**config.mk**
```make
export PLATFORM = sky130hd
export DESIGN_NAME = dns_response_address_extractor_flat
export DESIGN_NICKNAME = d
export VERILOG_FILES = /design/src/dra_pkg.sv /design/src/dra_ifs.sv /design/src/dns_response_address_extractor.sv /design/src/flat_wrapper.sv
export SDC_FILE = /design/constraint.sdc
export NUM_CORES = 1
export LEC_CHECK = 0
export BUFFER_PORTS_ARGS = -buffer_cell sky130_fd_sc_hd__buf_4
export CAP_MARGIN = 5
export CELL_PAD_IN_SITES_DETAIL_PLACEMENT = 0
export CELL_PAD_IN_SITES_GLOBAL_PLACEMENT = 1
export CORE_UTILIZATION = 50
export CTS_CLUSTER_SIZE = 40
export DETAILED_ROUTE_END_ITERATION = 8
export PLACE_DENSITY = 0.91
export SYNTH_ARGS = -nofsm -noshare
export SYNTH_HDL_FRONTEND = slang
export SYNTH_SLANG_ARGS = --single-unit
```
**constraint.sdc**
```tcl
create_clock -name clk -period 10.41 [get_ports clk]
set_clock_uncertainty 0.1 [all_clocks]
set_input_delay 0.5205 -clock clk [delete_from_list [all_inputs] [get_ports clk]]
set_output_delay 0.5205 -clock clk [all_outputs]
set_load 0.01 [all_outputs]
```
**src/dra_pkg.sv**
```systemverilog
// Shared types and constants of the DNS response address extractor.
`default_nettype none
package dra_pkg;

  typedef enum logic [22:0] {
    PH_ID_HI     = 23'h000001,
    PH_ID_LO     = 23'h000002,
    PH_FLAGS1    = 23'h000004,
    PH_FLAGS2    = 23'h000008,
    PH_QD_HI     = 23'h000010,
    PH_QD_LO     = 23'h000020,
    PH_AN_HI     = 23'h000040,
    PH_AN_LO     = 23'h000080,
    PH_HDR_REST  = 23'h000100,
    PH_NAME_LEN  = 23'h000200,
    PH_NAME_LBL  = 23'h000400,
    PH_NAME_PTR  = 23'h000800,
    PH_QFIXED    = 23'h001000,
    PH_TYPE_HI   = 23'h002000,
    PH_TYPE_LO   = 23'h004000,
    PH_CLASS_HI  = 23'h008000,
    PH_CLASS_LO  = 23'h010000,
    PH_TTL       = 23'h020000,
    PH_RDLEN_HI  = 23'h040000,
    PH_RDLEN_LO  = 23'h080000,
    PH_RDATA     = 23'h100000,
    PH_DONE      = 23'h200000,
    PH_ERROR     = 23'h400000
  } phase_t;

  localparam logic [2:0] ST_OK       = 3'd0;
  localparam logic [2:0] ST_ID       = 3'd1;
  localparam logic [2:0] ST_NOTRESP  = 3'd2;
  localparam logic [2:0] ST_NXDOMAIN = 3'd3;
  localparam logic [2:0] ST_SERVFAIL = 3'd4;
  localparam logic [2:0] ST_CLASS    = 3'd5;
  localparam logic [2:0] ST_TRUNC    = 3'd6;
  localparam logic [2:0] ST_SHORT    = 3'd7;

  localparam logic [15:0] TYPE_A    = 16'd1;
  localparam logic [15:0] TYPE_AAAA = 16'd28;
  localparam logic [15:0] CLASS_IN  = 16'd1;

  localparam logic [4:0] LEN_A    = 5'd4;
  localparam logic [4:0] LEN_AAAA = 5'd16;
  localparam logic [4:0] LEN_NONE = 5'd0;

  localparam logic [3:0]  RCODE_NXDOMAIN = 4'd3;
  localparam logic [1:0]  LABEL_PTR      = 2'b11;
  localparam logic [15:0] FIXED_LEN      = 16'd4;
  localparam logic [15:0] COUNT_MAX      = 16'hFFFF;

  localparam int QDEPTH = 4;

  typedef struct packed {
    logic        result_kind;
    logic        addr_family;
    logic [15:0] addr_ordinal;
    logic [3:0]  byte_position;
    logic [7:0]  addr_byte;
    logic        addr_done;
    logic [2:0]  status;
    logic [15:0] address_total;
    logic        last_result;
  } result_t;

endpackage
`default_nettype wire

```
**src/dra_ifs.sv**
```systemverilog
// Handshake channels of the DNS response address extractor.
`default_nettype none
interface dra_in_if;
  logic       valid;
  logic       ready;
  logic [7:0] data_byte;
  logic       last_byte;
  modport source (output valid, output data_byte, output last_byte, input ready);
  modport sink (input valid, input data_byte, input last_byte, output ready);
endinterface

interface dra_out_if;
  logic        valid;
  logic        ready;
  logic        result_kind;
  logic        addr_family;
  logic [15:0] addr_ordinal;
  logic [3:0]  byte_position;
  logic [7:0]  addr_byte;
  logic        addr_done;
  logic [2:0]  status;
  logic [15:0] address_total;
  logic        last_result;
  modport source (output valid, output result_kind, output addr_family,
                  output addr_ordinal, output byte_position, output addr_byte,
                  output addr_done, output status, output address_total,
                  output last_result, input ready);
  modport sink (input valid, input result_kind, input addr_family,
                input addr_ordinal, input byte_position, input addr_byte,
                input addr_done, input status, input address_total,
                input last_result, output ready);
endinterface

interface dra_cfg_if;
  logic        valid;
  logic        ready;
  logic [15:0] expected_id;
  modport source (output valid, output expected_id, input ready);
  modport sink (input valid, input expected_id, output ready);
endinterface
`default_nettype wire

```
**src/dns_response_address_extractor.sv**
```systemverilog
// Top level of the DNS response address extractor.
//
// bytes: one DNS message byte per item, last_byte set on the final byte.
// results: address-byte items for A and AAAA records, then one status item
//   at the end of every message; last_result closes the items of one byte.
// cfg: writes expected_id; always ready, write only while idle.
// Each accepted byte updates the parse state in the cycle it is taken and
// pushes zero, one or two items into a four-entry result queue; the head of
// the queue is registered and drives results in the order items were pushed.
// Throughput is one byte per cycle while the queue has room: it accepts a
// byte while it holds two items or fewer, so a stalled receiver stops the
// byte channel after the queue fills; a final byte that carries an address
// byte takes a second queue slot for the status item.
// Reset returns the parse state to the first ID byte, empties the queue and clears expected_id to zero.
`default_nettype none
module dns_response_address_extractor
  import dra_pkg::*;
(
  input  wire       clk,
  input  wire       rst,
  dra_in_if.sink    bytes,
  dra_out_if.source results,
  dra_cfg_if.sink   cfg
);

  localparam int CW = $clog2(QDEPTH + 1);

  logic [15:0] expected_id;
  phase_t      phase, phase_next;
  logic [15:0] fbc, fbc_next;
  logic [7:0]  hold, hold_next;
  logic [15:0] qleft, qleft_next;
  logic [15:0] aleft, aleft_next;
  logic [7:0]  lbl, lbl_next;
  logic [15:0] rtype, rtype_next;
  logic [15:0] rdleft, rdleft_next;
  logic [2:0]  err, err_next;
  logic [15:0] emitted, emitted_next;

  result_t     q [QDEPTH];
  result_t     q_next [QDEPTH];
  logic [CW-1:0] count, count_next;

  logic        acc, pop;
  logic [7:0]  b;
  logic [15:0] hv;
  logic [4:0]  alen;
  logic        a_valid, s_valid;
  result_t     a_res, s_res, r0, r1;
  logic [CW-1:0] base;

  assign b   = bytes.data_byte;
  assign hv  = {hold, b};
  assign acc = bytes.valid && bytes.ready;
  assign pop = (count != '0) && results.ready;
  assign bytes.ready = (count <= CW'(QDEPTH - 2));
  assign cfg.ready = 1'b1;

  always_comb begin
    if (rtype == TYPE_A) begin
      alen = LEN_A;
    end else if (rtype == TYPE_AAAA) begin
      alen = LEN_AAAA;
    end else begin
      alen = LEN_NONE;
    end
  end

  always_comb begin
    logic [15:0] qdec;
    logic [15:0] adec;
    logic [15:0] rdv;
    logic [15:0] rdm;
    qdec = qleft - 16'd1;
    adec = (aleft != 16'd0) ? aleft - 16'd1 : aleft;
    rdv  = hv;
    rdm  = rdleft - 16'd1;
    phase_next   = phase;
    fbc_next     = fbc;
    hold_next    = hold;
    qleft_next   = qleft;
    aleft_next   = aleft;
    lbl_next     = lbl;
    rtype_next   = rtype;
    rdleft_next  = rdleft;
    err_next     = err;
    emitted_next = emitted;
    a_valid = 1'b0;
    a_res   = '0;
    s_valid = 1'b0;
    s_res   = '0;
    case (phase)
      PH_ID_HI: begin
        hold_next  = b;
        phase_next = PH_ID_LO;
      end
      PH_ID_LO: begin
        if (hv != expected_id) begin
          err_next   = ST_ID;
          phase_next = PH_ERROR;
        end else begin
          phase_next = PH_FLAGS1;
        end
      end
      PH_FLAGS1: begin
        if (!b[7]) begin
          err_next   = ST_NOTRESP;
          phase_next = PH_ERROR;
        end else begin
          phase_next = PH_FLAGS2;
        end
      end
      PH_FLAGS2: begin
        if (b[3:0] == RCODE_NXDOMAIN) begin
          err_next   = ST_NXDOMAIN;
          phase_next = PH_ERROR;
        end else if (b[3:0] != 4'd0) begin
          err_next   = ST_SERVFAIL;
          phase_next = PH_ERROR;
        end else begin
          phase_next = PH_QD_HI;
        end
      end
      PH_QD_HI: begin
        hold_next  = b;
        phase_next = PH_QD_LO;
      end
      PH_QD_LO: begin
        qleft_next = hv;
        phase_next = PH_AN_HI;
      end
      PH_AN_HI: begin
        hold_next  = b;
        phase_next = PH_AN_LO;
      end
      PH_AN_LO: begin
        aleft_next = hv;
        fbc_next   = '0;
        phase_next = PH_HDR_REST;
      end
      PH_HDR_REST: begin
        fbc_next = fbc + 16'd1;
        if (fbc_next >= FIXED_LEN) begin
          phase_next = (qleft != 16'd0 || aleft != 16'd0) ? PH_NAME_LEN : PH_DONE;
        end
      end
      PH_NAME_LEN: begin
        if (b[7:6] == LABEL_PTR) begin
          phase_next = PH_NAME_PTR;
        end else if (b == 8'd0) begin
          fbc_next   = '0;
          phase_next = (qleft != 16'd0) ? PH_QFIXED : PH_TYPE_HI;
        end else begin
          lbl_next   = b;
          phase_next = PH_NAME_LBL;
        end
      end
      PH_NAME_LBL: begin
        lbl_next = lbl - 8'd1;
        if (lbl_next == 8'd0) begin
          phase_next = PH_NAME_LEN;
        end
      end
      PH_NAME_PTR: begin
        fbc_next   = '0;
        phase_next = (qleft != 16'd0) ? PH_QFIXED : PH_TYPE_HI;
      end
      PH_QFIXED: begin
        fbc_next = fbc + 16'd1;
        if (fbc_next >= FIXED_LEN) begin
          qleft_next = qdec;
          phase_next = (qdec != 16'd0 || aleft != 16'd0) ? PH_NAME_LEN : PH_DONE;
        end
      end
      PH_TYPE_HI: begin
        hold_next  = b;
        phase_next = PH_TYPE_LO;
      end
      PH_TYPE_LO: begin
        rtype_next = hv;
        phase_next = PH_CLASS_HI;
      end
      PH_CLASS_HI: begin
        hold_next  = b;
        phase_next = PH_CLASS_LO;
      end
      PH_CLASS_LO: begin
        if (hv != CLASS_IN) begin
          err_next   = ST_CLASS;
          phase_next = PH_ERROR;
        end else begin
          fbc_next   = '0;
          phase_next = PH_TTL;
        end
      end
      PH_TTL: begin
        fbc_next = fbc + 16'd1;
        if (fbc_next >= FIXED_LEN) begin
          phase_next = PH_RDLEN_HI;
        end
      end
      PH_RDLEN_HI: begin
        hold_next  = b;
        phase_next = PH_RDLEN_LO;
      end
      PH_RDLEN_LO: begin
        rdleft_next = rdv;
        if (rdv < {11'd0, alen}) begin
          err_next   = ST_SHORT;
          phase_next = PH_ERROR;
        end else if (rdv == 16'd0) begin
          aleft_next = adec;
          phase_next = (qleft != 16'd0 || adec != 16'd0) ? PH_NAME_LEN : PH_DONE;
        end else begin
          fbc_next   = '0;
          phase_next = PH_RDATA;
        end
      end
      PH_RDATA: begin
        if (fbc < {11'd0, alen}) begin
          a_valid              = 1'b1;
          a_res.addr_family    = (rtype == TYPE_AAAA);
          a_res.addr_ordinal   = emitted;
          a_res.byte_position  = fbc[3:0];
          a_res.addr_byte      = b;
          a_res.addr_done      = (fbc == {11'd0, alen} - 16'd1);
          if (a_res.addr_done && emitted != COUNT_MAX) begin
            emitted_next = emitted + 16'd1;
          end
        end
        fbc_next    = fbc + 16'd1;
        rdleft_next = rdm;
        if (rdm == 16'd0) begin
          aleft_next = adec;
          phase_next = (qleft != 16'd0 || adec != 16'd0) ? PH_NAME_LEN : PH_DONE;
        end
      end
      default: begin
      end
    endcase

    if (bytes.last_byte) begin
      s_valid             = 1'b1;
      s_res.result_kind   = 1'b1;
      s_res.status        = (err_next == ST_OK && phase_next != PH_DONE) ? ST_TRUNC : err_next;
      s_res.address_total = emitted_next;
      s_res.last_result   = 1'b1;
      phase_next   = PH_ID_HI;
      fbc_next     = '0;
      hold_next    = '0;
      qleft_next   = '0;
      aleft_next   = '0;
      lbl_next     = '0;
      rtype_next   = '0;
      rdleft_next  = '0;
      err_next     = ST_OK;
      emitted_next = '0;
    end
    a_res.last_result = !s_valid;
  end

  always_comb begin
    r0   = a_valid ? a_res : s_res;
    r1   = s_res;
    base = count - CW'(pop);
    for (int i = 0; i < QDEPTH; i++) begin
      if (pop && i < QDEPTH - 1) begin
        q_next[i] = q[i + 1];
      end else begin
        q_next[i] = q[i];
      end
      if (acc && (a_valid || s_valid) && base == CW'(i)) begin
        q_next[i] = r0;
      end
      if (acc && a_valid && s_valid && base + CW'(1) == CW'(i)) begin
        q_next[i] = r1;
      end
    end
    count_next = base + CW'(acc && (a_valid || s_valid)) + CW'(acc && a_valid && s_valid);
  end

  always_ff @(posedge clk) begin
    if (rst) begin
      expected_id <= '0;
      phase       <= PH_ID_HI;
      fbc         <= '0;
      hold        <= '0;
      qleft       <= '0;
      aleft       <= '0;
      lbl         <= '0;
      rtype       <= '0;
      rdleft      <= '0;
      err         <= ST_OK;
      emitted     <= '0;
      count       <= '0;
    end else begin
      if (cfg.valid) begin
        expected_id <= cfg.expected_id;
      end
      if (acc) begin
        phase   <= phase_next;
        fbc     <= fbc_next;
        hold    <= hold_next;
        qleft   <= qleft_next;
        aleft   <= aleft_next;
        lbl     <= lbl_next;
        rtype   <= rtype_next;
        rdleft  <= rdleft_next;
        err     <= err_next;
        emitted <= emitted_next;
      end
      count <= count_next;
    end
  end

  always_ff @(posedge clk) begin
    for (int i = 0; i < QDEPTH; i++) begin
      q[i] <= q_next[i];
    end
  end

  assign results.valid         = (count != '0);
  assign results.result_kind   = q[0].result_kind;
  assign results.addr_family   = q[0].addr_family;
  assign results.addr_ordinal  = q[0].addr_ordinal;
  assign results.byte_position = q[0].byte_position;
  assign results.addr_byte     = q[0].addr_byte;
  assign results.addr_done     = q[0].addr_done;
  assign results.status        = q[0].status;
  assign results.address_total = q[0].address_total;
  assign results.last_result   = q[0].last_result;

endmodule
`default_nettype wire
```
**src/flat_wrapper.sv**
```systemverilog
// flat-port wrapper written by rule: the top's interface ports become plain ports
module dns_response_address_extractor_flat import dra_pkg::*;
  (clk, rst, bytes_valid, bytes_data_byte, bytes_last_byte, bytes_ready, results_valid, results_result_kind, results_addr_family, results_addr_ordinal, results_byte_position, results_addr_byte, results_addr_done, results_status, results_address_total, results_last_result, results_ready, cfg_valid, cfg_expected_id, cfg_ready);
  dra_in_if bytes_i ();
  dra_out_if results_i ();
  dra_cfg_if cfg_i ();
  input  wire clk;
  input  wire rst;
  input wire logic [$bits(bytes_i.valid)-1:0] bytes_valid;
  input wire logic [$bits(bytes_i.data_byte)-1:0] bytes_data_byte;
  input wire logic [$bits(bytes_i.last_byte)-1:0] bytes_last_byte;
  output wire logic [$bits(bytes_i.ready)-1:0] bytes_ready;
  output wire logic [$bits(results_i.valid)-1:0] results_valid;
  output wire logic [$bits(results_i.result_kind)-1:0] results_result_kind;
  output wire logic [$bits(results_i.addr_family)-1:0] results_addr_family;
  output wire logic [$bits(results_i.addr_ordinal)-1:0] results_addr_ordinal;
  output wire logic [$bits(results_i.byte_position)-1:0] results_byte_position;
  output wire logic [$bits(results_i.addr_byte)-1:0] results_addr_byte;
  output wire logic [$bits(results_i.addr_done)-1:0] results_addr_done;
  output wire logic [$bits(results_i.status)-1:0] results_status;
  output wire logic [$bits(results_i.address_total)-1:0] results_address_total;
  output wire logic [$bits(results_i.last_result)-1:0] results_last_result;
  input wire logic [$bits(results_i.ready)-1:0] results_ready;
  input wire logic [$bits(cfg_i.valid)-1:0] cfg_valid;
  input wire logic [$bits(cfg_i.expected_id)-1:0] cfg_expected_id;
  output wire logic [$bits(cfg_i.ready)-1:0] cfg_ready;
  assign bytes_i.valid = bytes_valid;
  assign bytes_i.data_byte = bytes_data_byte;
  assign bytes_i.last_byte = bytes_last_byte;
  assign bytes_ready = bytes_i.ready;
  assign results_valid = results_i.valid;
  assign results_result_kind = results_i.result_kind;
  assign results_addr_family = results_i.addr_family;
  assign results_addr_ordinal = results_i.addr_ordinal;
  assign results_byte_position = results_i.byte_position;
  assign results_addr_byte = results_i.addr_byte;
  assign results_addr_done = results_i.addr_done;
  assign results_status = results_i.status;
  assign results_address_total = results_i.address_total;
  assign results_last_result = results_i.last_result;
  assign results_i.ready = results_ready;
  assign cfg_i.valid = cfg_valid;
  assign cfg_i.expected_id = cfg_expected_id;
  assign cfg_ready = cfg_i.ready;
  dns_response_address_extractor u_core (.clk(clk), .rst(rst), .bytes(bytes_i), .results(results_i), .cfg(cfg_i));
endmodule
```
=== Word-level counts from Yosys, hierarchy flattened ===
Memories as Yosys holds them, arrays and structs flattened.
Index checks and enable logic that the tools add are counted.
W data, S select, Z words.

* Add/subtract/negate cells: 11
* $lt $le $gt $ge: 4
* Equality and inequality tests: 45
* Multiplexer cells: 79
* Reduce and logical (&&, ||, !) cells: 50

{| class="wikitable"
|+ Operator list
! cell !! count
|-
| $mux W51 || 12
|-
| $pmux W23 S21 || 1
|-
| $mux W23 || 15
|-
| $mux W16 || 20
|-
| $pmux W16 S5 || 1
|-
| $mux W22 || 3
|-
| $pmux W16 S2 || 2
|-
| $reduce_bool A16 Y1 || 4
|-
| $mux W30 || 2
|-
| $pmux W16 S3 || 1
|-
| $sub A16 B1 Y16 const B || 3
|-
| $mux W8 || 5
|-
| $add A16 B1 Y16 const B || 2
|-
| $logic_not A16 Y1 || 2
|-
| $lt A16 B5 Y1 || 2
|-
| $mux W3 || 8
|-
| $eq A23 B1 Y1 const B || 1
|-
| $eq A23 B10 Y1 const B || 1
|-
| $eq A23 B11 Y1 const B || 1
|-
| $eq A23 B12 Y1 const B || 1
|-
| $eq A23 B13 Y1 const B || 1
|-
| $eq A23 B14 Y1 const B || 1
|-
| $eq A23 B15 Y1 const B || 1
|-
| $eq A23 B16 Y1 const B || 1
|-
| 56 further kinds || 98
|}

* Bits in registers: 157
* Memory bits (writable): 204
* Input port bits: 30
* Output and inout port bits: 54
* Word-level logic and storage cells: 202
* Memories: 1

{| class="wikitable"
|+ Memory list
! memory !! depth !! bits a word !! read ports !! clocked after memory_dff !! write ports !! line !! RTL
|-
| u_core.q || 4 || 51 || 4 || 0 || 4 || dns_response_address_extractor.sv:40 || <nowiki>result_t q [QDEPTH];</nowiki>
|}

=== Logic depth before layout (Yosys ltp) ===
* Depth after elaboration: 15
* Mapped depth: 16
* Depth with buffers taken out: 15

=== Worst setup path before layout ===
No wires, ideal clock.

* Path kind: register -> register
* From: register, netlist name u_core.count[0]
* To: memory u_core.q[3][0] (netlist name) (enable)
* Setup time: 0.428 ns
* Data arrival time: 3.871 ns
* Data required time: 9.882 ns
* Slack: 6.011 ns
* Stages on the path, launching flop included: 12
* Buffers on the path: 1
* Period minus slack after synthesis: 4.399 ns
* Cell sequence: dfxtp_1 or3_1 nand2_1 inv_2 clkbuf_1 ha_1 ha_1 xor2_1 inv_1 ha_1 nand3_1 o21ai_0

{| class="wikitable"
|+ RTL lines
! element !! line
|-
| end: declaration || dns_response_address_extractor.sv:40
|}

==> metrics.md <==
| Metric | Value |
|---|---|
| Outcome | finished clean |
| Router iterations before antenna repair | 5 |
| FFs w/ async S/R, synth | 0% |
| TritonCTS Buffers | 41 |
| Hpwl dp | 38300 um |
| GRT met3 Usage | 4.27% |
| I/O pin total | 84 |
| Vias | 18833 |
| Seq/Total Area, Yosys | 41.4% |
| CTS tree | yes |
| CTS Buffer Depth | 3 |
| CTS Root Cell | clkbuf_16 |
| Leak | 8.00 nW |
| CTS Sinks | 361 |
| Vias per Instance | 6.25 |
| CP Launch Type | flop |
| Crit Path Category | reg2reg |
| Worst min path class | in2reg |
| Non-Filler Instances | 3011 |
| Worst EP required | 10500 ps |
| Library cells used by synthesis | 85 |
| Vias in the first global route | 17063 |
| Die H | 199 um |
| Slew @ Worst Pin | 1200 ps |
| Total global routing overflow | 0 |
| Core Region | 38000 um2 |
| Crit share post-route | 61.0% |
| RR Endpoint | u_core.q[1][6] |
| Pins Over Slew Limit | 0 |
| R2R setup slack | 4060 ps |
| Hold_buf cts | 0 |
| FF-to-FF Start | u_core.rtype[12] |
| Synthesis-to-finish area growth | 10.7% |
| Die ar. | 39800 um2 |
| Post-synth top area share | 28.4% |
| RSZ-0062 raised after global routing | false |
| H-tree levels | 2 |
| Setup violations, final | 0 |
| Worst setup EP type | flop |
| Period minus WS final | 6350 ps |
| PortBufs | 82 |
| Final hold violations | 0 |
| Worst EP arrival | 6430 ps |
| Post-route ant nets | 0 |
| Routing usage on met2 | 49.7% |
| # Post-CTS Setup Buffers | 0 |
| Routed wire length | 60300 um |
| DR iter-0 viols | 1914 |
| Total global-route track usage | 30.1% |
| Worst Path Max Fanout | 62 |
| M1 GR Usage | 38.7% |
| Syn_area_per_cell | 7.70 um2 |
| Residual DRC | 0 |
| Setup TNS | 0 ps |
| Post_cts resized | 0 |
| Peak VDD IR | 126 uV |
| Antenna violations before repair | 0 |
| MaxCap Viol Count | 0 |
| Synth Flop Type | dfxtp_1 |
| Placed Cells | 2936 |
| Area leader, netlist | dfxtp_1 |
| Cells on worst reg2reg path | 12 |
| Power density over cell area | 188 nW/um2 |
| Diode count | 0 |
| Syn Nets | 2583 |
| Routed WL per cell | 20.0 um |
| Fmax achieved | 0.158 GHz |
| Flops & latches, synth | 361 |
| Layer with the highest usage | met2 |
| Starting Density | 51.3% |
| Clock transition at path regs | 60 ps |
| Slew margin rel. | 19.5% |
| WHS Path Cells | 3 |
| Hold Crit Start | cfg_expected_id[0] |
| Pin count of the biggest net entering global routing | 95 |
| Number of synthesized flops with an enable pin | 84 |
| GP Congestion | 0.955 |
| Final nets | 2519 |
| Area contributors post-synth | dfxtp_1 (28%), edfxtp_1 (13%), nand2_1 (7.9%), a21oi_1 (6.5%), nor2_1 (5.9%) |
| Row count | 71 |
| Hold EP | u_core.expected_id[0] |
| Mapped Area | 19500 um2 |
| Layout cells sized above 1 | 9.24% |
| Synth warn | 0 |
| First-pass GRT wire length | 94900 um |
| Die Wd | 199 um |
| Mapped Cells | 2532 |
| Clk_lat worst skew | 580 ps |
synthesized netlist by cell type, drive strengths merged, types with 10 or more instances:
library cell / number
dfxtp: 277
or4: 22
and4: 12
inv: 34
nor4: 68
nor4b: 10
nor2: 309
nand2b: 13
a211oi: 11
and3: 18
nand2: 410
a22oi: 46
or3: 29
a31oi: 90
a2111oi: 14
xor2: 36
clkbuf: 208
nand4b: 14
nand3: 79
o211ai: 11
ha: 20
o21ai: 152
buf: 20
nand4: 37
edfxtp: 84
a21oi: 255
mux2i: 30
xnor2: 20
nor3: 75
and2: 11
layout make-up:
cell class | count | area (um2)
clock buffers | 58 | 1200
well taps | 511 | 639
clock inverters | 17 | 180
flip-flops and latches | 361 | 8070
repair buffers | 121 | 908
fillers | 3557 | 16400
inverters | 34 | 128
multi-input cells | 1909 | 10500
worst max path at each step:
stage / start / to / slack (ps) / cells after the start
global placement: u_core.rtype[12] / u_core.q[1][7] / 4440 / 12
floorplan: u_core.count[0] / u_core.q[3][0] / 6010 / 11
finish: u_core.rtype[12] / u_core.q[1][6] / 4060 / 12
CTS: u_core.rtype[12] / u_core.q[1][14] / 4140 / 12
global route: u_core.rtype[12] / u_core.q[1][14] / 3730 / 12
detailed placement: u_core.rtype[12] / u_core.q[1][5] / 4160 / 12
logic make-up after synthesis:
family,Yosys count,synth area share [%]
buf+inv,262,5.20
xor+xnor,56,2.52
mux,30,1.54
other cells,1,0.0192
fa+ha+maj,21,1.39
flops,361,41.4
compound gates,653,20.1
simple gates,1148,27.9
per-layer routing:
metal,part of all wire (%),up-vias,routed length (um)
met4,4.4,0,2660
met2,48,773,28700
met1,41,8946,24900
met3,6.7,160,4060
li1,-,8954,-
met5,0,-,0
worst max-delay path, stage by stage (launching register included):
cell	delay [ps]
dfxtp_1	310
nor4_1	590
nand4_1	390
ha_1	390
a211oi_1	690
and3b_4	520
inv_1	230
ha_1	240
nor3_1	360
and2_2	990
nor2_1	120
buf_4	260
nand2_1	740
sequential cells by signal (all words and copies together), names as in the netlist:
register,flops
u_core.aleft,16
u_core.count,3
u_core.emitted,16
u_core.err,3
u_core.expected_id,16
u_core.fbc,16
u_core.hold,8
u_core.lbl,8
u_core.phase,23
u_core.q,204
u_core.qleft,16
u_core.rdleft,16
u_core.rtype,16
through the flow:
step	instance area, um2	utilization (%)	power [mW]	setup slack (ps)	hold slack [ps]
finish	21600	56.8	4.06	4060	81.1
global route	21600	56.8	4.24	3730	81.7
CTS	21600	56.8	4.07	4140	64.8
detailed placement	20200	53.2	2.59	4160	343
global placement	20200	53.2	2.57	4440	338
floorplan	19500	-	2.28	6010	332
cell usage in the layout, fill, tap and decap left out, types with 18 or more instances in the layout:
| cell | instances |
|---|---|
| nand4_1 | 37 |
| xnor2_1 | 20 |
| nor4_1 | 64 |
| ha_1 | 20 |
| nand3_1 | 79 |
| nor3_1 | 70 |
| nand2_1 | 408 |
| nor2_1 | 305 |
| mux2i_1 | 30 |
| or3_1 | 29 |
| or4_1 | 19 |
| o21ai_0 | 141 |
| clkbuf_16 | 42 |
| xor2_1 | 36 |
| a31oi_1 | 90 |
| buf_4 | 121 |
| inv_1 | 33 |
| and3_1 | 18 |
| a21oi_1 | 255 |
| edfxtp_1 | 84 |
| a22oi_1 | 46 |
| dfxtp_1 | 277 |
power breakdown:
group / switching (mW) / internal, mW
Sequential: 0.0620 / 1.61
Combinational: 0.657 / 0.251
Clock: 0.599 / 0.881
No activity file was read; power rests on OpenSTA's default activity.
